File: src/rtl/core/tiered_pool_table_round_robin_top_macros.svh
// ----------------------------------------------------------------------------
// Tiered pool table assertion macros
// Clocked on clk_i and disabled while rst_ni is low.
// ----------------------------------------------------------------------------
`ifndef TIERED_POOL_TABLE_ROUND_ROBIN_TOP_MACROS_SVH
`define TIERED_POOL_TABLE_ROUND_ROBIN_TOP_MACROS_SVH

// plain property
`define TPTRR_ASSERT(lbl, prop, msg) \
  lbl: assert property (@(posedge clk_i) disable iff (!rst_ni) (prop)) else $error(msg);

// same-cycle implication
`define TPTRR_ASSERT_IMPL(lbl, ante, cons, msg) \
  lbl: assert property (@(posedge clk_i) disable iff (!rst_ni) (ante) |-> (cons)) else $error(msg);

// next-cycle implication
`define TPTRR_ASSERT_NEXT(lbl, ante, cons, msg) \
  lbl: assert property (@(posedge clk_i) disable iff (!rst_ni) (ante) |=> (cons)) else $error(msg);

`endif

File: src/rtl/core/tptrr_ram.sv
// ----------------------------------------------------------------------------
// tptrr_ram
// Simple dual-port RAM: one write port, one read port, registered read data.
// ----------------------------------------------------------------------------
`default_nettype none

module tptrr_ram #(
  parameter int unsigned WIDTH = 8,
  parameter int unsigned DEPTH = 16
) (
  input  wire logic                     clk_i,
  input  wire logic                     we_i,
  input  wire logic [$clog2(DEPTH)-1:0] waddr_i,
  input  wire logic [WIDTH-1:0]         wdata_i,
  input  wire logic                     re_i,
  input  wire logic [$clog2(DEPTH)-1:0] raddr_i,
  output logic      [WIDTH-1:0]         rdata_o
);

  logic [WIDTH-1:0] mem_q [DEPTH];

  always_ff @(posedge clk_i) begin
    if (we_i) begin
      mem_q[waddr_i] <= wdata_i;
    end
    if (re_i) begin
      rdata_o <= mem_q[raddr_i];
    end
  end

endmodule

`default_nettype wire

File: config.mk
export PLATFORM = sky130hd
export DESIGN_NAME = tptrr_ram
export DESIGN_NICKNAME = d
export VERILOG_FILES = /design/src/rtl/core/tiered_pool_table_round_robin_top_macros.svh /design/src/rtl/core/tptrr_ram.sv
export SDC_FILE = /design/constraint.sdc
export NUM_CORES = 1
export LEC_CHECK = 0
export BUFFER_PORTS_ARGS = -buffer_cell sky130_fd_sc_hd__buf_2
export CAP_MARGIN = 10
export CORE_AREA = 5 5 104 106
export DETAILED_ROUTE_END_ITERATION = 10
export DIE_AREA = 0 0 109 111
export PLACE_DENSITY_LB_ADDON = 0.25
export SLEW_MARGIN = 20
export SYNTH_ARGS = -nofsm -noshare
export SYNTH_HDL_FRONTEND = slang
export SYNTH_SLANG_ARGS = --single-unit
export TNS_END_PERCENT = 1
File: constraint.sdc
create_clock -name clk_i -period 1.97 [get_ports clk_i]
set_input_delay 0.0985 -clock clk_i [delete_from_list [all_inputs] [get_ports clk_i]]
set_output_delay 0.0985 -clock clk_i [all_outputs]
set_load 0.02 [all_outputs]
* Word-level counts from Yosys, hierarchy flattened
Memory sizes are Yosys's and may differ from the RTL's. A register that Yosys moved wholly into a read port is not among the register bits.
Cells that the tools add are included.
W data, S select, Z words.
** Word-level totals
- Flip-flop bits (word level) :: 0
- Bits in latches :: 0
- Memory bits (writable) :: 128
- Memory bits (read-only) :: 0
- Bits of input ports :: 19
- Output and inout port bits :: 8
- Word-level logic and storage cells :: 3
- Memories kept :: 1
** Cells by class
- Add/subtract/negate cells :: 0
- $mul :: 0
- Div/mod/pow operators :: 0
- $lt $le $gt $ge :: 0
- Equal/unequal tests :: 0
- Shift operators :: 0
- Muxes and demuxes :: 2
- Bitwise operators :: 0
- Reduce and logical (&&, ||, !) cells :: 0
** Memories
- mem_q :: words 16, width 8, rd ports 1, clocked after memory_dff 1, write ports 1, line tptrr_ram.sv:20 : logic [WIDTH-1:0] mem_q [DEPTH];
** Operators by type and width (number)
- $mux W1 :: 2

* Longest topological paths before layout
- Depth after elaboration :: 2
- Mapped depth :: 5
- Depth with buffers taken out :: 3

* Worst setup path before layout
Ideal clock, no wire load.
- Path kind :: input to register
- From :: in waddr_i[2]
- To :: mem mem_q[0][0], enable pin
- Setup time :: 0.383 ns
- Arrival :: 1.208 ns
- Data required time :: 1.587 ns
- Setup slack :: 0.379 ns
- Stages on the path :: 2
- Buffers on the path :: 0
- Path through :: or3b_2 nor3_1
** RTL lines
- start, declared :: line tptrr_ram.sv:13 : input wire logic [$clog2(DEPTH)-1:0] waddr_i,
- end, declared :: line tptrr_ram.sv:20
No word-level cell before the write port.

==> qor.csv <==
stage,metric,value,unit
place,hpwl,6217,um
floorplan,core_area,9684,um^2
cts,tritoncts,built,
timing,fin_crit_sh,0.7633,
timing,fmax,665.0,MHz
setup_path,cp_num_buf_inv,0,
global_route,track_usage,0.1818,
cts,numCtsBuffers,17,
route,first_pass_iters,4,
cts,cts_resized,0,
cts,clkSinkCount,136,
cts,htreeDepth,4,
worst_hold_path,holdPathStages,3,
yosys,syn_nets,248,
setup_path,crit_required,2.22,ns
global_route,antenna_found_initial,0,
pwr,power.switching,0.001255,W
route,wl,10040,um
timing,setup_tns,0,ns
pwr,p_sw_frac,0.1914,
cts,clkLatencyLatePin,0.51,ns
timing,skew,0.008975,ns
setup_path,arrival,1.75,ns
yosys,synth_ff_type,edfxtp_1,
timing,setup_viol,0,
pwr,seq_power_share,0.500,
route,ant_nets,0,
global_route,grt_max_degree,23,
pwr,ir_drop,0.0005998,V
worst_hold_path,min_from,waddr_i[0],
timing,setup_slack,0.4662,ns
place,gp_congestion,0.7391,
setup_path,crit_path_end_kind,flip-flop,
timing,slew_violations,0,
floorplan,die_x,109,um
setup_path,reg2reg_depth,3,
yosys,synth_top_cell_area_share,0.7812,
yosys,ys_warn_count,0,
route,drt_iter0_markers,185,
layout,syn2layout_area_growth,19.91,%
place,io_buffers,26,
yosys,synth_top_cell_by_area,edfxtp_1,
global_route,grt_pass1_vias,2628,
cts,clockRootBuffer,clkbuf_8,
timing,slew_headroom,0.5233,
setup_path,crit_family,multiplexers,
yosys,ys_ff_latch,136,
run,cap_violations,0,
place,dpl_worst_slack,0.1594,ns
layout,n_antenna_cell,0,
timing,rsz0062_at_grt,false,
setup_path,r2r_start,mem_q[3][7],
run_status,outcome,"finished, final reports clean",
worst_hold_path,hp-class,in2reg,
yosys,synth.most_common_cell,edfxtp_1,
setup_path,crit_chain,mux4_2 -> a22oi_1 -> nand2_1,
floorplan,row_count,36,
global_route,grt_pass1_wl,15350,um
pwr,power_leakage,2.139,nW
yosys,syn_inst,229,
route,via_count,2517,
yosys,async_reset_ff_frac,0,
yosys,synth.yosys.seq_area_share,0.7812,
floorplan,start_util,0.5398,
layout,final_util,0.6473,
pwr,comb_power_share,0.050,
timing,period_needed,1.504,ns
setup_path,critPathMaxFanout,1,
pwr,clkPwrFrac,0.450,
setup_path,slowest_stage,mux4_2,
setup_path,cpPeakStageDelay,0.49,ns
setup_path,regToRegSetupSlack,0.47,ns
setup_path,worstReg2RegEnd,rdata_o[7],
setup_path,startpoint_type,flip-flop,
yosys,synthesis.area,5228,um^2
route,drc,0,
floorplan,die_area,12100,um^2
timing,worstMarginPinSlew,0.7136,ns
floorplan,boundaryPins,27,
global_route,grt_overflow_total,0,
yosys,synth_edf_count,136,
layout,final_nets,313,
pwr,p_per_area,1046,nW/um^2
yosys,synthTopCellsByArea,"edfxtp_1, mux4_2, mux4_1",
cts,cts.clk_slew.worst_paths,0.06,ns
worst_hold_path,whs_endpoint,mem_q[8][0],
yosys,yosysUniqueCellTypes,18,
layout,drive_gt1_frac,0.2964,
yosys,synth_common_cells,"edfxtp_1, mux4_2, a22oi_1",
cts,clockBufferDepth,2,
timing,hold_violations,0,
floorplan,die_y,111,um
pwr,internal-power,0.005300,W
setup_path,critPathKind,reg2reg,
route,wl_per_cell,22.81,um
route,vias_per_cell,5.720,
yosys,avgSynthCellArea,22.83,um^2
## state kept, by name, summed over array words and instances (netlist names)
signal	cells
rdata_o	8
mem_q	128
## worst reg2reg max path, delay by kind of cell (launching register included)
kind,cells,cell delay [ns]
AO/OA/AOI/OAI,1,0.27
multiplexers,1,0.49
flip-flops,1,0.39
AND/OR/NAND/NOR,1,0.10
## power groups by stage
stage | Combinational (W) | Sequential (W) | Clock, W
after floorplan | 0.000165 | 0.00335 | 0
after CTS | 0.000334 | 0.00328 | 0.00299
final | 0.000327 | 0.00328 | 0.00295
after global placement | 0.000314 | 0.00334 | 0
after detailed placement | 0.000318 | 0.00334 | 0
after global routing | 0.000356 | 0.00328 | 0.00313
## placed cells by master, fill, tap and decap left out, types with 2 or more instances in the layout
cell type      Yosys  final
edfxtp_1         136    136
buf_2              3     26
buf_4              1     19
mux4_2            18     18
a22oi_1           16     16
clkbuf_16          0     16
mux4_1            14     14
nor2_1            13     13
nand2_1            9      9
dlygate4sd3_1      0      9
nor3_1             4      4
clkinv_1           0      4
clkinv_2           0      4
bufinv_16          0      3
clkbuf_1           0      3
nand3b_1           2      2
nand2b_1           2      2
buf_12             0      2
## per-stage QoR
step | cell area [um^2] | cells | total power [W] | hold slack [ns]
5_1_grt | 6269 | 440 | 0.006773 | 0.1396
4_1_cts | 6269 | 440 | 0.006601 | 0.1260
2_1_floorplan | 5228 | 229 | 0.003516 | 0.1974
3_5_place_dp | 5620 | 399 | 0.003655 | 0.4738
3_3_place_gp | 5620 | 399 | 0.003650 | 0.4792
6_report | 6269 | 440 | 0.006555 | 0.1478
## how the worst max path moves through the flow
stage                      from           to  slack, ns  depth (start not counted)
CTS                 mem_q[1][7]   rdata_o[7]       0.44                          3
finish              mem_q[3][7]   rdata_o[7]       0.47                          3
detailed placement   raddr_i[0]   rdata_o[2]       0.16                          5
global route        mem_q[1][7]   rdata_o[7]       0.41                          3
floorplan            waddr_i[2]  mem_q[0][0]       0.38                          2
global placement     raddr_i[0]   rdata_o[2]       0.16                          5
## layer usage
layer,share of wire,vias to the layer above,global-route usage
met5,0,-,0
met4,0.010,0,0.05556
met3,0.068,9,0.05358
met2,0.52,109,0.2809
met1,0.41,1287,0.2512
li1,-,1112,-
## final cells by class
type,count,area [um^2]
clock buffers,20,425.4
repair buffers,56,402.9
well taps,133,166.4
flip-flops and latches,136,4084
multi-input cells,83,1057
fillers,636,3416
clock inverters,12,132.6
## logic make-up (layout without fill, tap and decap cells)
family	count (synthesis)	after routing	share of synthesized area
buffers and inverters	10	88	0.01651
muxes	32	32	0.1479
AOI/OAI and AO/OA	16	16	0.02298
DFF	136	136	0.7812
and+or+nand+nor	35	35	0.03136
## timing repair
action | 4_1_cts | 5_1_grt
hold buffers | 9 | 0
setup buffers | 0 | 0
hold endpoints to repair | 129 | 0
Power figures use the tool's default switching activity.
