`src/rtl/core/tiered_pool_table_round_robin_top_macros.svh`:
```
// ----------------------------------------------------------------------------
// Tiered pool table assertion macros
// Clocked on clk_i and disabled while rst_ni is low.
// ----------------------------------------------------------------------------
`ifndef TIERED_POOL_TABLE_ROUND_ROBIN_TOP_MACROS_SVH
`define TIERED_POOL_TABLE_ROUND_ROBIN_TOP_MACROS_SVH

// plain property
`define TPTRR_ASSERT(lbl, prop, msg) \
  lbl: assert property (@(posedge clk_i) disable iff (!rst_ni) (prop)) else $error(msg);

// same-cycle implication
`define TPTRR_ASSERT_IMPL(lbl, ante, cons, msg) \
  lbl: assert property (@(posedge clk_i) disable iff (!rst_ni) (ante) |-> (cons)) else $error(msg);

// next-cycle implication
`define TPTRR_ASSERT_NEXT(lbl, ante, cons, msg) \
  lbl: assert property (@(posedge clk_i) disable iff (!rst_ni) (ante) |=> (cons)) else $error(msg);

`endif

```
`src/rtl/core/tptrr_pkg.sv`:
```
// ----------------------------------------------------------------------------
// tptrr_pkg
// Types, codes and constants shared by the tiered pool table blocks.
// ----------------------------------------------------------------------------
`default_nettype none

package tptrr_pkg;

  localparam int unsigned DEF_TARGET_SLOTS = 256;
  localparam int unsigned DEF_MAX_PICKS    = 64;

  localparam int unsigned REQ_W    = 3;
  localparam int unsigned TARGET_W = 8;
  localparam int unsigned NODE_W   = 16;
  localparam int unsigned POOL_W   = 2;
  localparam int unsigned PICK_W   = 7;

  localparam int unsigned S_TDATA_W = 40;
  localparam int unsigned M_TDATA_W = 16;

  // request kinds
  localparam logic [REQ_W-1:0] REQ_ADD_UPDATE = 3'd0;
  localparam logic [REQ_W-1:0] REQ_ADD_ABSENT = 3'd1;
  localparam logic [REQ_W-1:0] REQ_REMOVE     = 3'd2;
  localparam logic [REQ_W-1:0] REQ_QUERY      = 3'd3;
  localparam logic [REQ_W-1:0] REQ_CHOOSE     = 3'd4;

  // pool codes
  localparam logic [POOL_W-1:0] POOL_NORMAL = 2'd0;
  localparam logic [POOL_W-1:0] POOL_LOW    = 2'd1;
  localparam logic [POOL_W-1:0] POOL_EMERG  = 2'd2;
  localparam logic [POOL_W-1:0] POOL_NONE   = 2'd3;

  typedef struct packed {
    logic [POOL_W-1:0] pool;
    logic [NODE_W-1:0] node;
  } slot_t;

  localparam int unsigned SLOT_W = $bits(slot_t);

  typedef struct packed {
    logic [REQ_W-1:0]    req_type;
    logic [TARGET_W-1:0] target_id;
    logic [NODE_W-1:0]   node_id;
    logic [POOL_W-1:0]   pool_kind;
    logic [PICK_W-1:0]   want_count;
  } req_t;

  typedef struct packed {
    logic                changed;
    logic                found;
    logic [POOL_W-1:0]   pool_of_target;
    logic [TARGET_W-1:0] chosen_target;
    logic                chosen_valid;
    logic                last;
  } res_t;

endpackage

`default_nettype wire

```
`src/rtl/core/tptrr_out.sv`:
```
// ----------------------------------------------------------------------------
// tptrr_out
// Result register between the controller and the master stream port.
// ----------------------------------------------------------------------------
`default_nettype none

module tptrr_out (
  input  wire logic                                clk_i,
  input  wire logic                                rst_ni,
  input  wire logic                                push_i,
  input  wire tptrr_pkg::res_t                     res_i,
  output logic                                     free_o,
  output logic                                     m_axis_tvalid,
  input  wire logic                                m_axis_tready,
  // changed, found, pool_of_target[1:0], chosen_target[7:0], zero pad
  output logic [tptrr_pkg::M_TDATA_W-1:0]          m_axis_tdata,
  // chosen_valid
  output logic                                     m_axis_tuser,
  output logic                                     m_axis_tlast
);

  logic            vld_q;
  tptrr_pkg::res_t res_q;

  always_ff @(posedge clk_i or negedge rst_ni) begin
    if (!rst_ni) begin
      vld_q <= 1'b0;
    end else if (push_i) begin
      vld_q <= 1'b1;
    end else if (m_axis_tready) begin
      vld_q <= 1'b0;
    end
  end

  always_ff @(posedge clk_i) begin
    if (push_i) begin
      res_q <= res_i;
    end
  end

  assign free_o        = !vld_q || m_axis_tready;
  assign m_axis_tvalid = vld_q;
  assign m_axis_tdata  = {4'd0, res_q.chosen_target, res_q.pool_of_target,
                          res_q.found, res_q.changed};
  assign m_axis_tuser  = res_q.chosen_valid;
  assign m_axis_tlast  = res_q.last;

endmodule

`default_nettype wire

```
`config.mk`:
```
export PLATFORM = sky130hd
export DESIGN_NAME = tptrr_out
export DESIGN_NICKNAME = d
export VERILOG_FILES = /design/src/rtl/core/tiered_pool_table_round_robin_top_macros.svh /design/src/rtl/core/tptrr_pkg.sv /design/src/rtl/core/tptrr_out.sv
export SDC_FILE = /design/constraint.sdc
export NUM_CORES = 1
export LEC_CHECK = 0
export ABC_AREA = 1
export BUFFER_PORTS_ARGS = -buffer_cell sky130_fd_sc_hd__buf_2
export CORE_MARGIN = 2
export CORE_UTILIZATION = 36
export DETAILED_ROUTE_END_ITERATION = 12
export GPL_ROUTABILITY_DRIVEN = 0
export PLACE_DENSITY_LB_ADDON = 0.12
export SYNTH_ARGS = -nofsm -noshare
export SYNTH_HDL_FRONTEND = slang
export SYNTH_SLANG_ARGS = --single-unit
```
`constraint.sdc`:
```
create_clock -name clk_i -period 0.8 [get_ports clk_i]
set_input_delay 0.12 -clock clk_i [delete_from_list [all_inputs] [get_ports clk_i]]
set_output_delay 0.12 -clock clk_i [all_outputs]
set_load 0.005 [all_outputs]
```
# --- After elaboration in Yosys (flattened, before gate mapping) ---
# Index checks and enable logic that the tools add are counted.
totals:
  regBits: 15
  latch_bits: 0
  ramBits: 0
  mem_bits_ro: 0
  input_bits: 18
  output_inout_bits: 20
  word_cells: 12
  mem_count: 0
op_classes:
  n_addsub: 0
  n_mul: 0
  n_div: 0
  n_lt_le_gt_ge: 0
  n_eq_ne: 0
  shift: 0
  mux: 2
  n_bitwise: 0
  n_reduce_logical: 3
ops:
  columns: ["cell", "n"]
  rows:
  - ["$mux 1", 2]
  - ["$reduce_bool 2->1", 1]
  - ["$logic_not 1->1", 1]
  - ["$logic_or 1x1->1", 1]

# --- Depth between registers and ports, before layout ---
depth:
  depth_word: 2
  depth_mapped: 3
  ltp_nobuf: 3

# --- Worst setup path before layout ---
# No wires, ideal clock.
synth_timing:
  path_kind: "flip-flop to flip-flop"
  startpoint: "register, netlist name m_axis_tvalid"
  endpoint: "register vld_q, in the netlist m_axis_tvalid"
  setup_ns: 0.117
  arrival_time_ns: 0.503
  required_time_ns: 0.683
  setup_slack_ns: 0.181
  path_stages_with_launch: 3
  n_path_buf: 0
  synth_period_minus_slack_ns: 0.619
  path_cell_list: "dfrtp_1 > nand2_2 > nand2_2"
synth_rtl:
  columns: ["element", "line_no", "source"]
  rows:
  - ["end signal, assigned", "tptrr_out.sv:27", "vld_q <= 1'b0;"]
  - ["end signal, assigned", "tptrr_out.sv:29", "vld_q <= 1'b1;"]
  - ["end signal, assigned", "tptrr_out.sv:31", "vld_q <= 1'b0;"]
  - ["end, declared", "tptrr_out.sv:22", "logic vld_q;"]

# --- Worst setup path after layout ---
layout_timing:
  startpoint: "register vld_q, in the netlist m_axis_tvalid"
  endpoint: "output free_o"
layout_via:
  elab_chain_len: 2
layout_rtl:
  columns: ["element", "line_no", "source"]
  rows:
  - ["$logic_not 1->1", "tptrr_out.sv:41", "assign free_o = !vld_q || m_axis_tready;"]
  - ["$logic_or 1x1->1", "tptrr_out.sv:41", null]
  - ["end, declared", "tptrr_out.sv:12", "output logic free_o,"]
# Every way passes these cells.

==> results.md <==
- Status: finished, violations left
- Failing checks: setup timing
- Routed wire length: 882 um
- Fin Clk Skew: 0 ns
- Syn Std Cell Area: 499 sq um
- Hold depth: 1
- Most frequent cells after synthesis: 14 x edfxtp_1, 4 x buf_4, 2 x inv_1, 2 x nand2_2
- Fin area: 783 sq um
- DP HPWL: 565 um
- Crit Path Max Fanout: 2
- Crit path capture type: primary output
- Most frequent cell after synthesis: edfxtp_1
- Starting DRT DRC Count: 5
- Cell row count: 13
- H-tree depth: 1
- DRC Markers: 0
- Setup TNS: -1.69 ns
- Register area share after synthesis: 0.892
- CP arrival: 0.83 ns
- Global-route usage over all layers: 0.119
- Grt ovf: 0
- # IOs: 38
- Fin crit share: 1.19
- Max Clk Rate: 1050 MHz
- Met1 Usage GRT: 0.0951
- Post-synth top area share: 0.842
- Initial core utilization: 0.384
- Final net count: 89
- GR Util met3: 0.0489
- GRT met2 Usage: 0.207
- Synth unique cells: 6
- Synth Area in Simple Gates: 0.0251
- Detail Route Antenna Nets: 0
- #FFs+latches synth: 15
- Die width: 41.2 um
- Clock transition at path regs: 0.08 ns
- Max IR drop VDD: 1.08 mV
- Pwr/cell area: 1960 mW/mm^2
- N_diodes: 0
- # setup viols final: 17
- Primary FF master, synth: edfxtp_1
- Slew Limit Fails: 0
- EDFF count, synth: 14
- Placed instance area: 664 sq um
- Worst r2r path cells: 5
- Main combinational cell family by area after synthesis: buffers and inverters
- TritonCTS clock tree: done
- Largest net degree at the start of global routing: 16
- Async set-reset flop share out of synthesis: 0.0667
- Multiplexer area fraction after synthesis: 0
- Drt via density: 4.14
- Vert. Die Dim: 41.2 um
- Post-Synth Adder-Cell Area: 0
- Sink Count: 15
- Ys Warns: 0
- Clock Path Buffers: 2
- CTS root buf: clkbuf_4
- Layout area overhead: 56.9%
- Area contributors post-synth: edfxtp_1 84%, buf_4 6.0%, dfrtp_1 5.0%, nand2_2 2.5%, inv_1 1.5%
- Mean Syn Cell Area: 20.8 sq um
- Final core area utilization: 0.602
- Hold Fails Final Rpt: 0
- P_leak: 0.000364 uW
- # port buffers: 33
- Minimum clock period: 0.953 ns
- CP max stage delay: 0.39 ns
- Worst hold slack: 0.00626 ns
- Worst Setup Start Kind: flop
- Compound-Gate Fraction of Synth Area: 0
- Initial antenna violation count: 0
- TritonCTS Buffers: 3
- Min-delay worst type: primary input to flop
- Area share of xor/xnor cells in the synthesized design: 0
- Cell taking the most area after synthesis: edfxtp_1
- Max-cap violations: 0
- Number of gates resized after CTS: 0
- Via count: 352
- Crit path cell chain: nand2_2 -> buf_2
- Final worst slack: -0.153 ns
- Setup CP Type: flop to primary output
- Req. time, crit path: 0.68 ns
- Vias in the first global route: 295
- Drt pass-1 iters: 2
- Synth Instances: 24
- Busiest grt layer: met2
- First-pass GRT wire length: 1.12 mm
- Unrepaired setup endpoints after global routing: yes
- Die area: 0.00170 sq mm
- Worst skew pair latency: 0.28 ns
- Layout cells sized above 1: 0.586
- Core area: 0.00130 sq mm
- Slowest-stage cell, CP: dfrtp_1
- Wire per inst: 10.4 um
[cell families (layout without fill, tap and decap cells)]
logic type,after synthesis,in the layout
and+or+nand+nor,2,2
other,1,4
DFF,15,15
buffers and inverters,6,49
[per-layer routing]
metal	share of wire	routed length, um
met5	0	0
met4	0.027	24
met3	0.11	98
met2	0.56	495
met1	0.30	264
[final cells by class]
| cell class | instances | area [sq um] |
|---|---|---|
| repair buffers | 43 | 258 |
| multi-input cells | 6 | 27.5 |
| clock buffers | 4 | 26.3 |
| fillers | 119 | 518 |
| inverters | 2 | 7.51 |
| flip-flops and latches | 15 | 445 |
| well taps | 15 | 18.8 |
[what timing repair did]
| action | in CTS | in global routing |
|---|---|---|
| hold endpoints to repair | 3 | 4 |
| buffers inserted | 3 | 0 |
| hold buffers | 3 | 4 |
| pin swaps | 1 | 0 |
| endpoints found under the setup margin | 16 | 17 |
[sequential cells by signal (all words and copies together) (netlist names)]
register	flops
m_axis_tvalid	1
m_axis_tlast	1
m_axis_tdata	12
m_axis_tuser	1
[worst paths after layout]
path,slack (ns),end,start
min reg2reg,0.79,m_axis_tvalid,m_axis_tvalid
min,0.006,m_axis_tdata[10],res_i[8]
max,-0.15,free_o,m_axis_tvalid
min in group asynchronous,0.15,m_axis_tvalid,rst_ni
max reg2reg,-0.08,m_axis_tvalid,m_axis_tvalid
max in group asynchronous,0.57,m_axis_tvalid,rst_ni
[per-stage QoR]
step / power, uW / worst slack [ns] / cells
finish: 1540 / -0.153 / 85
global route: 1610 / -0.197 / 85
CTS: 1540 / -0.169 / 81
detailed placement: 1090 / 0.0523 / 71
global placement: 1090 / 0.0602 / 71
floorplan: 995 / 0.181 / 27
[power by group]
part           internal, uW  switching, uW  leakage, uW
Clock                   194            231    0.0000150
Combinational           105           69.0     0.000201
Sequential              924           13.8     0.000148
[cells in the final DEF, fill, tap and decap left out, drive strengths merged]
| cell type | Yosys | layout |
|---|---|---|
| inv | 2 | 2 |
| buf | 4 | 36 |
| conb | 1 | 4 |
| nand2 | 2 | 2 |
| clkbuf | 0 | 4 |
| dlygate4sd3 | 0 | 7 |
| edfxtp | 14 | 14 |
| dfrtp | 1 | 1 |
[worst max-delay path: cells and delay by family (launching register included)]
family        cells  cell delay [ns]
buf+inv           1             0.10
flops             1             0.39
simple gates      1             0.06
Power figures use the tool's default switching activity.
