==> config.mk <==
export PLATFORM = sky130hd
export DESIGN_NAME = tptrr_ctrl
export DESIGN_NICKNAME = d
export VERILOG_FILES = /design/src/rtl/core/tptrr_pkg.sv /design/src/rtl/core/tptrr_ctrl.sv
export VERILOG_INCLUDE_DIRS = /design/src /design/src/rtl/core
export SDC_FILE = /design/constraint.sdc
export NUM_CORES = 1
export LEC_CHECK = 0
export ABC_AREA = 1
export ABC_CLOCK_PERIOD_IN_PS = 3900
export BUFFER_PORTS_ARGS = -buffer_cell sky130_fd_sc_hd__buf_4
export CORE_ASPECT_RATIO = 1.1
export CORE_MARGIN = 2
export CORE_UTILIZATION = 51
export CTS_CLUSTER_DIAMETER = 120
export DETAILED_ROUTE_END_ITERATION = 12
export HOLD_SLACK_MARGIN = 0.08
export PLACE_DENSITY = 0.77
export RECOVER_POWER = 50
export SKIP_CTS_REPAIR_TIMING = 1
export SLEW_MARGIN = 25
export SYNTH_ARGS = -nofsm -noshare
export SYNTH_HDL_FRONTEND = slang
export SYNTH_SLANG_ARGS = --single-unit
==> constraint.sdc <==
create_clock -name clk_i -period 3.9 [get_ports clk_i]
set_input_delay 1.17 -clock clk_i [delete_from_list [all_inputs] [get_ports clk_i]]
set_output_delay 1.17 -clock clk_i [all_outputs]
set_load 0.01 [all_outputs]
==> src/rtl/core/tiered_pool_table_round_robin_top_macros.svh <==
// ----------------------------------------------------------------------------
// Tiered pool table assertion macros
// Clocked on clk_i and disabled while rst_ni is low.
// ----------------------------------------------------------------------------
`ifndef TIERED_POOL_TABLE_ROUND_ROBIN_TOP_MACROS_SVH
`define TIERED_POOL_TABLE_ROUND_ROBIN_TOP_MACROS_SVH

// plain property
`define TPTRR_ASSERT(lbl, prop, msg) \
  lbl: assert property (@(posedge clk_i) disable iff (!rst_ni) (prop)) else $error(msg);

// same-cycle implication
`define TPTRR_ASSERT_IMPL(lbl, ante, cons, msg) \
  lbl: assert property (@(posedge clk_i) disable iff (!rst_ni) (ante) |-> (cons)) else $error(msg);

// next-cycle implication
`define TPTRR_ASSERT_NEXT(lbl, ante, cons, msg) \
  lbl: assert property (@(posedge clk_i) disable iff (!rst_ni) (ante) |=> (cons)) else $error(msg);

`endif

==> src/rtl/core/tptrr_pkg.sv <==
// ----------------------------------------------------------------------------
// tptrr_pkg
// Types, codes and constants shared by the tiered pool table blocks.
// ----------------------------------------------------------------------------
`default_nettype none

package tptrr_pkg;

  localparam int unsigned DEF_TARGET_SLOTS = 256;
  localparam int unsigned DEF_MAX_PICKS    = 64;

  localparam int unsigned REQ_W    = 3;
  localparam int unsigned TARGET_W = 8;
  localparam int unsigned NODE_W   = 16;
  localparam int unsigned POOL_W   = 2;
  localparam int unsigned PICK_W   = 7;

  localparam int unsigned S_TDATA_W = 40;
  localparam int unsigned M_TDATA_W = 16;

  // request kinds
  localparam logic [REQ_W-1:0] REQ_ADD_UPDATE = 3'd0;
  localparam logic [REQ_W-1:0] REQ_ADD_ABSENT = 3'd1;
  localparam logic [REQ_W-1:0] REQ_REMOVE     = 3'd2;
  localparam logic [REQ_W-1:0] REQ_QUERY      = 3'd3;
  localparam logic [REQ_W-1:0] REQ_CHOOSE     = 3'd4;

  // pool codes
  localparam logic [POOL_W-1:0] POOL_NORMAL = 2'd0;
  localparam logic [POOL_W-1:0] POOL_LOW    = 2'd1;
  localparam logic [POOL_W-1:0] POOL_EMERG  = 2'd2;
  localparam logic [POOL_W-1:0] POOL_NONE   = 2'd3;

  typedef struct packed {
    logic [POOL_W-1:0] pool;
    logic [NODE_W-1:0] node;
  } slot_t;

  localparam int unsigned SLOT_W = $bits(slot_t);

  typedef struct packed {
    logic [REQ_W-1:0]    req_type;
    logic [TARGET_W-1:0] target_id;
    logic [NODE_W-1:0]   node_id;
    logic [POOL_W-1:0]   pool_kind;
    logic [PICK_W-1:0]   want_count;
  } req_t;

  typedef struct packed {
    logic                changed;
    logic                found;
    logic [POOL_W-1:0]   pool_of_target;
    logic [TARGET_W-1:0] chosen_target;
    logic                chosen_valid;
    logic                last;
  } res_t;

endpackage

`default_nettype wire

==> src/rtl/core/tptrr_ctrl.sv <==
// ----------------------------------------------------------------------------
// tptrr_ctrl
// Request sequencer: slot table read-modify-write, pool size tallies and the
// round-robin walk over the slot memory.
// ----------------------------------------------------------------------------
`default_nettype none
`include "tiered_pool_table_round_robin_top_macros.svh"

module tptrr_ctrl #(
  parameter int unsigned TARGET_SLOTS = tptrr_pkg::DEF_TARGET_SLOTS,
  parameter int unsigned MAX_PICKS    = tptrr_pkg::DEF_MAX_PICKS
) (
  input  wire logic                            clk_i,
  input  wire logic                            rst_ni,
  input  wire logic                            req_valid_i,
  output logic                                 req_ready_o,
  input  wire tptrr_pkg::req_t                 req_i,
  output logic                                 rd_en_o,
  output logic [$clog2(TARGET_SLOTS)-1:0]      rd_addr_o,
  input  wire tptrr_pkg::slot_t                rd_data_i,
  output logic                                 wr_en_o,
  output logic [$clog2(TARGET_SLOTS)-1:0]      wr_addr_o,
  output tptrr_pkg::slot_t                     wr_data_o,
  output logic                                 res_push_o,
  output tptrr_pkg::res_t                      res_o,
  input  wire logic                            res_free_i
);

  localparam int unsigned IDX_W = $clog2(TARGET_SLOTS);
  localparam int unsigned CNT_W = $clog2(TARGET_SLOTS + 1);
  localparam logic [IDX_W-1:0] IDX_LAST = IDX_W'(TARGET_SLOTS - 1);

  localparam logic [1:0] ST_CLEAR = 2'd0;
  localparam logic [1:0] ST_IDLE  = 2'd1;
  localparam logic [1:0] ST_TBL   = 2'd2;
  localparam logic [1:0] ST_SCAN  = 2'd3;

  function automatic logic [IDX_W-1:0] ring_inc(input logic [IDX_W-1:0] x);
    ring_inc = (x == IDX_LAST) ? '0 : x + 1'b1;
  endfunction

  logic [1:0]                  state_q, state_d;
  logic [IDX_W-1:0]            clr_q, clr_d;
  logic [CNT_W-1:0]            sizes_q [3];
  logic [CNT_W-1:0]            sizes_d [3];
  logic [IDX_W-1:0]            last_q, last_d;
  logic                        rd_vld_q, rd_vld_d;
  logic                        phase_q, phase_d;   // 0: seeking start, 1: picking
  logic [tptrr_pkg::PICK_W-1:0] cnt_q, cnt_d;
  logic [tptrr_pkg::PICK_W-1:0] n_q, n_d;
  logic [IDX_W-1:0]            ptr_q, ptr_d;
  logic [IDX_W-1:0]            rd_addr_q, rd_addr_d;
  logic [tptrr_pkg::REQ_W-1:0]  op_q, op_d;
  logic                        ok_q, ok_d;
  logic [tptrr_pkg::NODE_W-1:0] node_q, node_d;
  logic [tptrr_pkg::POOL_W-1:0] pk_q, pk_d;
  logic [tptrr_pkg::POOL_W-1:0] psel_q, psel_d;

  logic                        accept;
  logic                        any_pool;
  logic [tptrr_pkg::POOL_W-1:0] tier;
  logic [CNT_W-1:0]            tier_size;
  logic [tptrr_pkg::PICK_W-1:0] n_cap;
  logic [tptrr_pkg::POOL_W-1:0] cur_pool;
  logic                        in_pool;
  logic [tptrr_pkg::POOL_W-1:0] dest_pool;
  logic [2:0]                  inc, dec;
  logic                        scan_hit, scan_emit, scan_stall, scan_fin;
  logic                        wr_en;
  logic                        res_push;

  assign req_ready_o = (state_q == ST_IDLE);
  assign accept      = req_valid_i && req_ready_o;

  // first non-empty tier and the capped pick count
  always_comb begin
    any_pool = (sizes_q[0] != '0) || (sizes_q[1] != '0) || (sizes_q[2] != '0);
    if (sizes_q[0] != '0) begin
      tier      = tptrr_pkg::POOL_NORMAL;
      tier_size = sizes_q[0];
    end else if (sizes_q[1] != '0) begin
      tier      = tptrr_pkg::POOL_LOW;
      tier_size = sizes_q[1];
    end else begin
      tier      = tptrr_pkg::POOL_EMERG;
      tier_size = sizes_q[2];
    end
    if (32'(req_i.want_count) <= 32'(tier_size)) begin
      n_cap = req_i.want_count;
    end else begin
      n_cap = tptrr_pkg::PICK_W'(tier_size);
    end
    if (32'(n_cap) > 32'(MAX_PICKS)) begin
      n_cap = tptrr_pkg::PICK_W'(MAX_PICKS);
    end
  end

  assign cur_pool = rd_data_i.pool;
  assign in_pool  = (cur_pool != tptrr_pkg::POOL_NONE);
  assign dest_pool = (op_q == tptrr_pkg::REQ_ADD_ABSENT && in_pool) ? cur_pool : pk_q;

  assign scan_hit   = rd_vld_q && (cur_pool == psel_q);
  assign scan_emit  = scan_hit && (phase_q || (n_q == '0));
  assign scan_stall = scan_emit && !res_free_i;
  assign scan_fin   = scan_emit && res_free_i &&
                      (!phase_q || (tptrr_pkg::PICK_W'(cnt_q + 1'b1) == n_q));

  always_comb begin
    state_d   = state_q;
    clr_d     = clr_q;
    last_d    = last_q;
    rd_vld_d  = rd_vld_q;
    phase_d   = phase_q;
    cnt_d     = cnt_q;
    n_d       = n_q;
    ptr_d     = ptr_q;
    rd_addr_d = rd_addr_q;
    op_d      = op_q;
    ok_d      = ok_q;
    node_d    = node_q;
    pk_d      = pk_q;
    psel_d    = psel_q;
    rd_en_o   = 1'b0;
    rd_addr_o = ptr_q;
    wr_en     = 1'b0;
    wr_addr_o = rd_addr_q;
    wr_data_o = '0;
    res_push  = 1'b0;
    res_o     = '0;
    inc       = '0;
    dec       = '0;

    unique case (state_q)
      ST_CLEAR: begin
        wr_en          = 1'b1;
        wr_addr_o      = clr_q;
        wr_data_o.pool = tptrr_pkg::POOL_NONE;
        wr_data_o.node = '0;
        if (clr_q == IDX_LAST) begin
          state_d = ST_IDLE;
        end else begin
          clr_d = clr_q + 1'b1;
        end
      end

      ST_IDLE: begin
        if (accept) begin
          op_d    = req_i.req_type;
          ok_d    = 32'(req_i.target_id) < 32'(TARGET_SLOTS);
          node_d  = req_i.node_id;
          pk_d    = (req_i.pool_kind == tptrr_pkg::POOL_NONE) ? tptrr_pkg::POOL_EMERG
                                                              : req_i.pool_kind;
          rd_en_o = 1'b1;
          if (req_i.req_type == tptrr_pkg::REQ_CHOOSE && any_pool) begin
            rd_addr_o = last_q;
            rd_addr_d = last_q;
            ptr_d     = ring_inc(last_q);
            rd_vld_d  = 1'b1;
            phase_d   = 1'b0;
            cnt_d     = '0;
            n_d       = n_cap;
            psel_d    = tier;
            state_d   = ST_SCAN;
          end else begin
            // choose with every pool empty lands in the null result path
            rd_addr_o = IDX_W'(req_i.target_id);
            rd_addr_d = IDX_W'(req_i.target_id);
            rd_vld_d  = 1'b0;
            state_d   = ST_TBL;
          end
        end
      end

      ST_TBL: begin
        if (res_free_i) begin
          res_push   = 1'b1;
          res_o.last = 1'b1;
          state_d    = ST_IDLE;
          case (op_q) inside
            tptrr_pkg::REQ_ADD_UPDATE, tptrr_pkg::REQ_ADD_ABSENT: begin
              if (ok_q) begin
                res_o.changed  = !(cur_pool == dest_pool && rd_data_i.node == node_q);
                wr_en          = 1'b1;
                wr_data_o.pool = dest_pool;
                wr_data_o.node = node_q;
                if (cur_pool != dest_pool) begin
                  for (int k = 0; k < 3; k++) begin
                    inc[k] = (dest_pool == tptrr_pkg::POOL_W'(k));
                    dec[k] = (cur_pool == tptrr_pkg::POOL_W'(k));
                  end
                end
              end
            end
            tptrr_pkg::REQ_REMOVE: begin
              if (ok_q && in_pool) begin
                wr_en          = 1'b1;
                wr_data_o.pool = tptrr_pkg::POOL_NONE;
                wr_data_o.node = rd_data_i.node;
                for (int k = 0; k < 3; k++) begin
                  dec[k] = (cur_pool == tptrr_pkg::POOL_W'(k));
                end
              end
            end
            tptrr_pkg::REQ_QUERY: begin
              res_o.found          = ok_q && in_pool;
              res_o.pool_of_target = (ok_q && in_pool) ? cur_pool : tptrr_pkg::POOL_EMERG;
            end
            default: begin
            end
          endcase
        end
      end

      ST_SCAN: begin
        if (scan_emit && res_free_i) begin
          res_push = 1'b1;
          if (phase_q) begin
            res_o.chosen_target = tptrr_pkg::TARGET_W'(rd_addr_q);
            res_o.chosen_valid  = 1'b1;
            res_o.last          = scan_fin;
            cnt_d               = cnt_q + 1'b1;
          end else begin
            res_o.last = 1'b1;
          end
        end
        if (scan_hit && !phase_q && n_q != '0) begin
          phase_d = 1'b1;
        end
        if (scan_fin) begin
          last_d   = rd_addr_q;
          rd_vld_d = 1'b0;
          state_d  = ST_IDLE;
        end else if (!scan_stall) begin
          // one slot per cycle; a stalled pick keeps the RAM output in place
          rd_en_o   = 1'b1;
          rd_addr_o = ptr_q;
          rd_addr_d = ptr_q;
          ptr_d     = ring_inc(ptr_q);
          rd_vld_d  = 1'b1;
        end
      end

      default: begin
        state_d = ST_IDLE;
      end
    endcase

    for (int k = 0; k < 3; k++) begin
      sizes_d[k] = sizes_q[k];
      if (inc[k] && !dec[k]) begin
        sizes_d[k] = sizes_q[k] + 1'b1;
      end else if (dec[k] && !inc[k] && sizes_q[k] != '0) begin
        sizes_d[k] = sizes_q[k] - 1'b1;
      end
    end
  end

  assign wr_en_o    = wr_en;
  assign res_push_o = res_push;

  always_ff @(posedge clk_i or negedge rst_ni) begin
    if (!rst_ni) begin
      state_q  <= ST_CLEAR;
      clr_q    <= '0;
      last_q   <= '0;
      rd_vld_q <= 1'b0;
      phase_q  <= 1'b0;
      cnt_q    <= '0;
      for (int k = 0; k < 3; k++) begin
        sizes_q[k] <= '0;
      end
    end else begin
      state_q  <= state_d;
      clr_q    <= clr_d;
      last_q   <= last_d;
      rd_vld_q <= rd_vld_d;
      phase_q  <= phase_d;
      cnt_q    <= cnt_d;
      for (int k = 0; k < 3; k++) begin
        sizes_q[k] <= sizes_d[k];
      end
    end
  end

  always_ff @(posedge clk_i) begin
    n_q       <= n_d;
    ptr_q     <= ptr_d;
    rd_addr_q <= rd_addr_d;
    op_q      <= op_d;
    ok_q      <= ok_d;
    node_q    <= node_d;
    pk_q      <= pk_d;
    psel_q    <= psel_d;
  end

  `TPTRR_ASSERT(a_size_bound, (32'(sizes_q[0]) + 32'(sizes_q[1]) + 32'(sizes_q[2])) <= 32'(TARGET_SLOTS), "pool sizes exceed slot count")
  `TPTRR_ASSERT_IMPL(a_push_state, res_push, (state_q == ST_TBL) || (state_q == ST_SCAN), "result pushed outside a request")
  `TPTRR_ASSERT_IMPL(a_pick_count, (state_q == ST_SCAN) && phase_q, cnt_q < n_q, "pick count overran")
  `TPTRR_ASSERT_IMPL(a_no_write_scan, state_q == ST_SCAN, !wr_en, "table written during walk")
  `TPTRR_ASSERT_NEXT(a_stall_hold, (state_q == ST_SCAN) && scan_stall, $stable(rd_addr_q) && $stable(cnt_q), "stalled walk moved")

endmodule

`default_nettype wire

# Word level (Yosys, flattened, before mapping)
# Cells that the tools add are included.
[word_totals]
mem_bits_ro = 0
wordCells = 203
ramBits = 0
register_bits = 100
inputBits = 58
n_memories = 0
latchBits = 0
[op_classes]
multipliers = 0
eq_ne = 32
bitwise = 1
n_reduce_logical = 57
n_mux = 85
div_mod_pow = 0
n_shift = 0
order_cmp = 2
addsub = 10
[ops]
columns = ["operator", "count"]
rows = [
  ["$mux W8", 13],
  ["$mux W9", 10],
  ["$mux W18", 4],
  ["$mux W3", 13],
  ["$pmux W18 S2", 1],
  ["$mux W7", 5],
  ["$pmux W8 S2", 2],
  ["$add A9 B1 Y9 const B", 3],
  ["$reduce_bool A9 Y1", 3],
  ["$sub A9 B1 Y9 const B", 3],
  ["$add A8 B1 Y8 const B", 3],
  ["$eq A8 B8 Y1 const B", 3],
  ["$logic_and A1 B1 Y1", 20],
  ["$mux W1", 19],
  ["$ne A2 B2 Y1 const B", 9],
  ["$eq A16 B16 Y1", 1],
  ["$mux W2", 7],
  ["$pmux W7 S2", 1],
  ["$pmux W1 S2", 6],
  ["$reduce_and A4 Y1", 3],
  ["$eq A2 B2 Y1 const B", 5],
  ["$mux W10", 1],
  ["$reduce_and A5 Y1", 2],
  ["$le A7 B9 Y1", 1],
  ["other kinds (24)", 49],
]

# Logic depth before layout (Yosys ltp)
[logic_depth]
word_depth = 13
ltp_mapped = 22
ltp_nobuf = 22

# Worst setup path before layout
# OpenSTA, ideal clock, no wires.
[synth_timing]
path_kind = "in2reg"
startpoint = "input port rd_data_i[17] in the netlist's numbering"
endpoint = "register sizes_q[17] in the netlist's numbering"
t_arrival_ns = 3.478
stages = 21
setup_slack_ns = 0.305
n_path_buf = 0
required_ns = 3.784
setup_ns = 0.116
path_cell_list = "nand2_1 nand3_4 o21ai_2 xor2_1 inv_1 nand2_2 nand4_2 ha_1 a21oi_1 o21ai_0 nand2_1 nand2_1 nand2_1 nand2_1 nand2_1 nand2_1 a21oi_1 nand2b_1 nand2_1 nand2_1 nand2_1"
[synth_between]
elab_chain_cells = 12
[synth_lines]
columns = ["element", "line", "text"]
rows = [
  ["start, declared", "tptrr_ctrl.sv:20", "input wire tptrr_pkg::slot_t rd_data_i,"],
  ["$ne A2 B2 Y1", "tptrr_ctrl.sv:99", "assign in_pool = (cur_pool != tptrr_pkg::POOL_NONE);"],
  ["$logic_and A1 B1 Y1", "tptrr_ctrl.sv:100", "assign dest_pool = (op_q == tptrr_pkg::REQ_ADD_ABSENT && in_pool) ? cur_pool : pk_q;"],
  ["$mux W2", "tptrr_ctrl.sv:100", ""],
  ["$eq A2 B1 Y1 / $ne A2 B2 Y1 (equally long branches)", "tptrr_ctrl.sv:188, tptrr_ctrl.sv:186", ""],
  ["$mux W3", "tptrr_ctrl.sv:186", "if (cur_pool != dest_pool) begin"],
  ["$mux W3", "tptrr_ctrl.sv:179", "case (op_q) inside"],
  ["$mux W3", "tptrr_ctrl.sv:175", "if (res_free_i) begin"],
  ["$mux W3", "tptrr_ctrl.sv:133", "unique case (state_q)"],
  ["$logic_not A1 Y1", "tptrr_ctrl.sv:252", "end else if (dec[k] && !inc[k] && sizes_q[k] != '0) begin"],
  ["$logic_and A1 B1 Y1 (2 in a row)", "tptrr_ctrl.sv:252", ""],
  ["$reduce_bool A2 Y1 (no source line)", "--", ""],
  ["end signal, assigned by index", "tptrr_ctrl.sv:280", "sizes_q[k] <= sizes_d[k];"],
  ["end, declared", "tptrr_ctrl.sv:44", "logic [CNT_W-1:0] sizes_q [3];"],
]
# Several ways; a longest one is shown, not always the timed one.
# A chain may end at the register's enable or synchronous reset.

# Worst setup path after layout
[layout_timing]
startpoint = "input port req_i[34] in the netlist's numbering"
endpoint = "output port rd_addr_o[4]"
[layout_between]
elab_chain_cells = 5
[layout_lines]
columns = ["element", "line", "text"]
rows = [
  ["start, declared", "tptrr_ctrl.sv:17", "input wire tptrr_pkg::req_t req_i,"],
  ["$eq A3 B3 Y1", "tptrr_ctrl.sv:154", "if (req_i.req_type == tptrr_pkg::REQ_CHOOSE && any_pool) begin"],
  ["$logic_and A1 B1 Y1", "tptrr_ctrl.sv:154", ""],
  ["$mux W8", "tptrr_ctrl.sv:154", ""],
  ["$mux W8", "tptrr_ctrl.sv:147", "if (accept) begin"],
  ["$mux W8", "--", ""],
  ["end, declared", "tptrr_ctrl.sv:19", "output logic [$clog2(TARGET_SLOTS)-1:0] rd_addr_o,"],
]
# No other way between the ends.

==> impl_metrics.csv <==
group,metric,value,unit
status,status,"finished clean",
finish,post-route-util,62.2,%
finish,num-nets-final,1072,
power_and_ir_drop,clockPowerShare,15.5,%
hold_path,hold_class,"register to register",
clock_network,cts_tree,"yes",
critical_path,r2r_setup_slack,0.41,ns
critical_path,worst-setup-path-type,"primary input to primary output",
routing,post-route-drc-count,0,
sta,setup_slack,0.116,ns
clock_network,cts_root_buf,"clkbuf_16",
power_and_ir_drop,leakage,0.00396,uW
critical_path,r2r_end,"n_q[3]$_SDFFCE_PN0P_",
power_and_ir_drop,p_sw_share,43.5,%
power_and_ir_drop,internal_power,3090,uW
power_and_ir_drop,power-per-cell-area,675,nW/um2
grt,grt_pass1_wl,27.2,mm
die,dieArea,14200,um2
synthesis,synth_top_cell_area_share,20.4,%
power_and_ir_drop,finalPower,5480,uW
finish,drive_above_1_share,17.6,%
placed_design,port_buffers,109,
placed_design,dp_hpwl,13.1,mm
hold_path,min_to,"sizes_q[17]$_DFFE_PN0P_",
synthesis,synth-simple-area-share,25.6,%
synthesis,synthesis.nets,946,
synthesis,postSynthCellCount,853,
synthesis,ys_ff_latch,100,
sta,min_period,3.78,ns
grt,track_usage,24.0,%
power_and_ir_drop,p_sw,2380,uW
critical_path,cp.required,2.73,ns
placed_design,place_ws,0.0507,ns
synthesis,synth_xor_area_share,6.92,%
synthesis,synth_compound_area_share,12.0,%
clock_network,cts.path.max_buffers,2,
hold_path,whs_path_depth,2,
sta,fin_skew,0.00907,ns
critical_path,cp_max_fo,8,
critical_path,rr_worst_depth,22,
routing,firstDrtPassIters,5,
routing,vias_per_cell,5.34,
die,start_util,51.8,%
synthesis,synth_top_family_by_area,"simple AND/OR/NAND/NOR gates",
clock_network,clkLatencyLatePin,0.36,ns
clock_network,htreeDepth,3,
sta,slew_violations,0,
synthesis,synth_mux_area_share,0.740,%
critical_path,cpMaxStageDelayCell,"nor3b_1",
die,fp.dieH,125,um
placed_design,place.gp.congestion,0.889,
sta,hold_viol_final,0,
routing,vias,6118,
hold_path,min_from,"sizes_q[17]$_DFFE_PN0P_",
sta,fmax,264,MHz
sta,hold_slack,0.484,ns
synthesis,synth_area_leader_cell,"edfxtp_1",
critical_path,cp-end-kind,"primary output",
finish,diodes,0,
grt,grt_antenna_before_repair,0,
critical_path,max_stage_delay,0.44,ns
critical_path,path_cells,"clkbuf_1 -> nor3b_1 -> nand2_4 -> inv_1 -> nand2_1 -> o21ai_1 -> o21ai_0 -> buf_4",
synthesis,avgSynthCellArea,7.92,um2
clock_network,clk_pin_slew_worst_paths,0.06,ns
routing,drtAntennaViolNets,0,
die,core-area,13000,um2
synthesis,yosys.cell_types.count,52,
routing,drtIter0Drc,374,
synthesis,yosysSeqAreaShare,40.4,%
run,cap_violations,0,
synthesis,netlist_area,6760,um2
finish,syn_to_final_growth,20.0,%
clock_network,cts_buffers,9,
routing,finalWirelength,16.6,mm
power_and_ir_drop,ir_drop,0.000375,V
finish,final_cell_mix,"nand2_1, inv_1, buf_4",
sta,fin_crit_sh,97.0,%
critical_path,worstPathArrival,2.61,ns
sta,setup_viol,0,
grt,gr-total-overflow,0,
critical_path,reg2reg_from,"sizes_q[22]$_DFFE_PN0P_",
finish,final_common_cell,"nand2_1",
die,die_w,114,um
grt,grt_pass1_vias,5824,
critical_path,worstSetupStartpointType,"primary input",
clock_network,cts_sinks,100,
power_and_ir_drop,seqPwrFrac,34.8,%
die,ios,110,
sta,worst_pin_slew,1.42,ns
sta,fin_setup_tns,0,ns
synthesis,synth_fa_ha_area_share,6.81,%
power_and_ir_drop,comb_power_share,49.6,%
grt,grt_max_degree,55,
routing,detail_route.wl_per_cell,14.5,um
synthesis,yosys_warnings,0,
sta,maxSlewHeadroom,5.39,%
sta,rsz0062_at_grt,"no",
synthesis,synth_area_leaders,"edfxtp_1, dfrtp_1, nand2_1, inv_1, ha_1",
die,rows,44,
state kept, by name, indices dropped and copies added, names as in the netlist:
name,flops
psel_q,2
rd_addr_q,8
op_q,3
sizes_q,27
cnt_q,7
last_q,8
ptr_q,8
pk_q,2
node_q,16
state_q,2
rd_vld_q,1
clr_q,8
phase_q,1
n_q,7
cells in the mapped netlist, drive strengths merged:
cell type / number
a31oi: 3
o32ai: 5
ha: 32
xor2: 33
a21boi: 3
clkbuf: 9
nand3: 47
dfrtp: 54
a211oi: 1
nand3b: 6
a21oi: 29
o21a: 2
nor4b: 2
xnor2: 17
nor3: 10
fa: 3
nor3b: 3
o31ai: 1
nand2: 215
mux2i: 5
buf: 4
edfxtp: 46
inv: 118
xnor3: 1
o21ai: 85
nand2b: 1
nor2: 81
and2: 1
or2: 5
nor4: 4
o221ai: 1
a21o: 1
nand4: 13
o22ai: 11
a22o: 1
worst max-delay path, delay by kind of cell:
kind                   cells  cell delay [ns]
AOI/OAI and AO/OA          2             0.23
buffers and inverters      3             0.49
and+or+nand+nor            3             0.71
metrics by stage:
| step | cells | cell area, um2 |
|---|---|---|
| CTS | 1145 | 8130 |
| floorplan | 853 | 6760 |
| detailed placement | 1129 | 7860 |
| finish | 1145 | 8110 |
| global route | 1145 | 8110 |
| global placement | 1129 | 7860 |
per-layer routing:
layer  track usage [%]  part of all wire (%)  up-vias
met1              29.1                    42     2864
met4              8.97                   2.6        0
met2              42.4                    51      150
met5                 0                     0        -
li1                  -                     -     3071
met3              4.14                   4.2       33
worst max-delay path by stage:
| stage | startpoint | end | slack [ns] | cells after the start |
|---|---|---|---|---|
| 2_1_floorplan | rd_data_i[17] | sizes_q[17]$_DFFE_PN0P_ | 0.31 | 21 |
| 3_3_place_gp | rd_data_i[17] | sizes_q[8]$_DFFE_PN0P_ | 0.12 | 17 |
| 3_5_place_dp | rd_data_i[17] | sizes_q[17]$_DFFE_PN0P_ | 0.05 | 20 |
| 4_1_cts | sizes_q[22]$_DFFE_PN0P_ | rd_addr_o[4] | 0.09 | 12 |
| 5_1_grt | rd_data_i[17] | res_o[7] | 0.04 | 12 |
| 6_report | req_i[34] | rd_addr_o[4] | 0.12 | 8 |
area by class of cell:
| type | count | area (um2) |
|---|---|---|
| clock buffer | 9 | 225 |
| clock inverter | 7 | 52.6 |
| fill | 1145 | 4940 |
| inverter | 118 | 443 |
| multi-input combinational | 622 | 3520 |
| sequential | 100 | 2730 |
| tap | 161 | 201 |
| timing repair buffer | 128 | 936 |
cells by family after synthesis:
| family | count (synthesis) |
|---|---|
| AO/OA/AOI/OAI | 143 |
| XOR/XNOR | 51 |
| adder cells (fa/ha/maj) | 35 |
| buffers and inverters | 131 |
| flip-flops | 100 |
| multiplexers | 5 |
| AND/OR/NAND/NOR | 388 |
power groups by stage:
stage,registers [uW],clock network [uW],logic (uW)
floorplan,1800,0,1960
global placement,1910,0,2660
detailed placement,1920,0,2710
CTS,1900,870,2730
global route,1950,907,3090
finish,1910,851,2720
(Power assumes the default switching activity.)
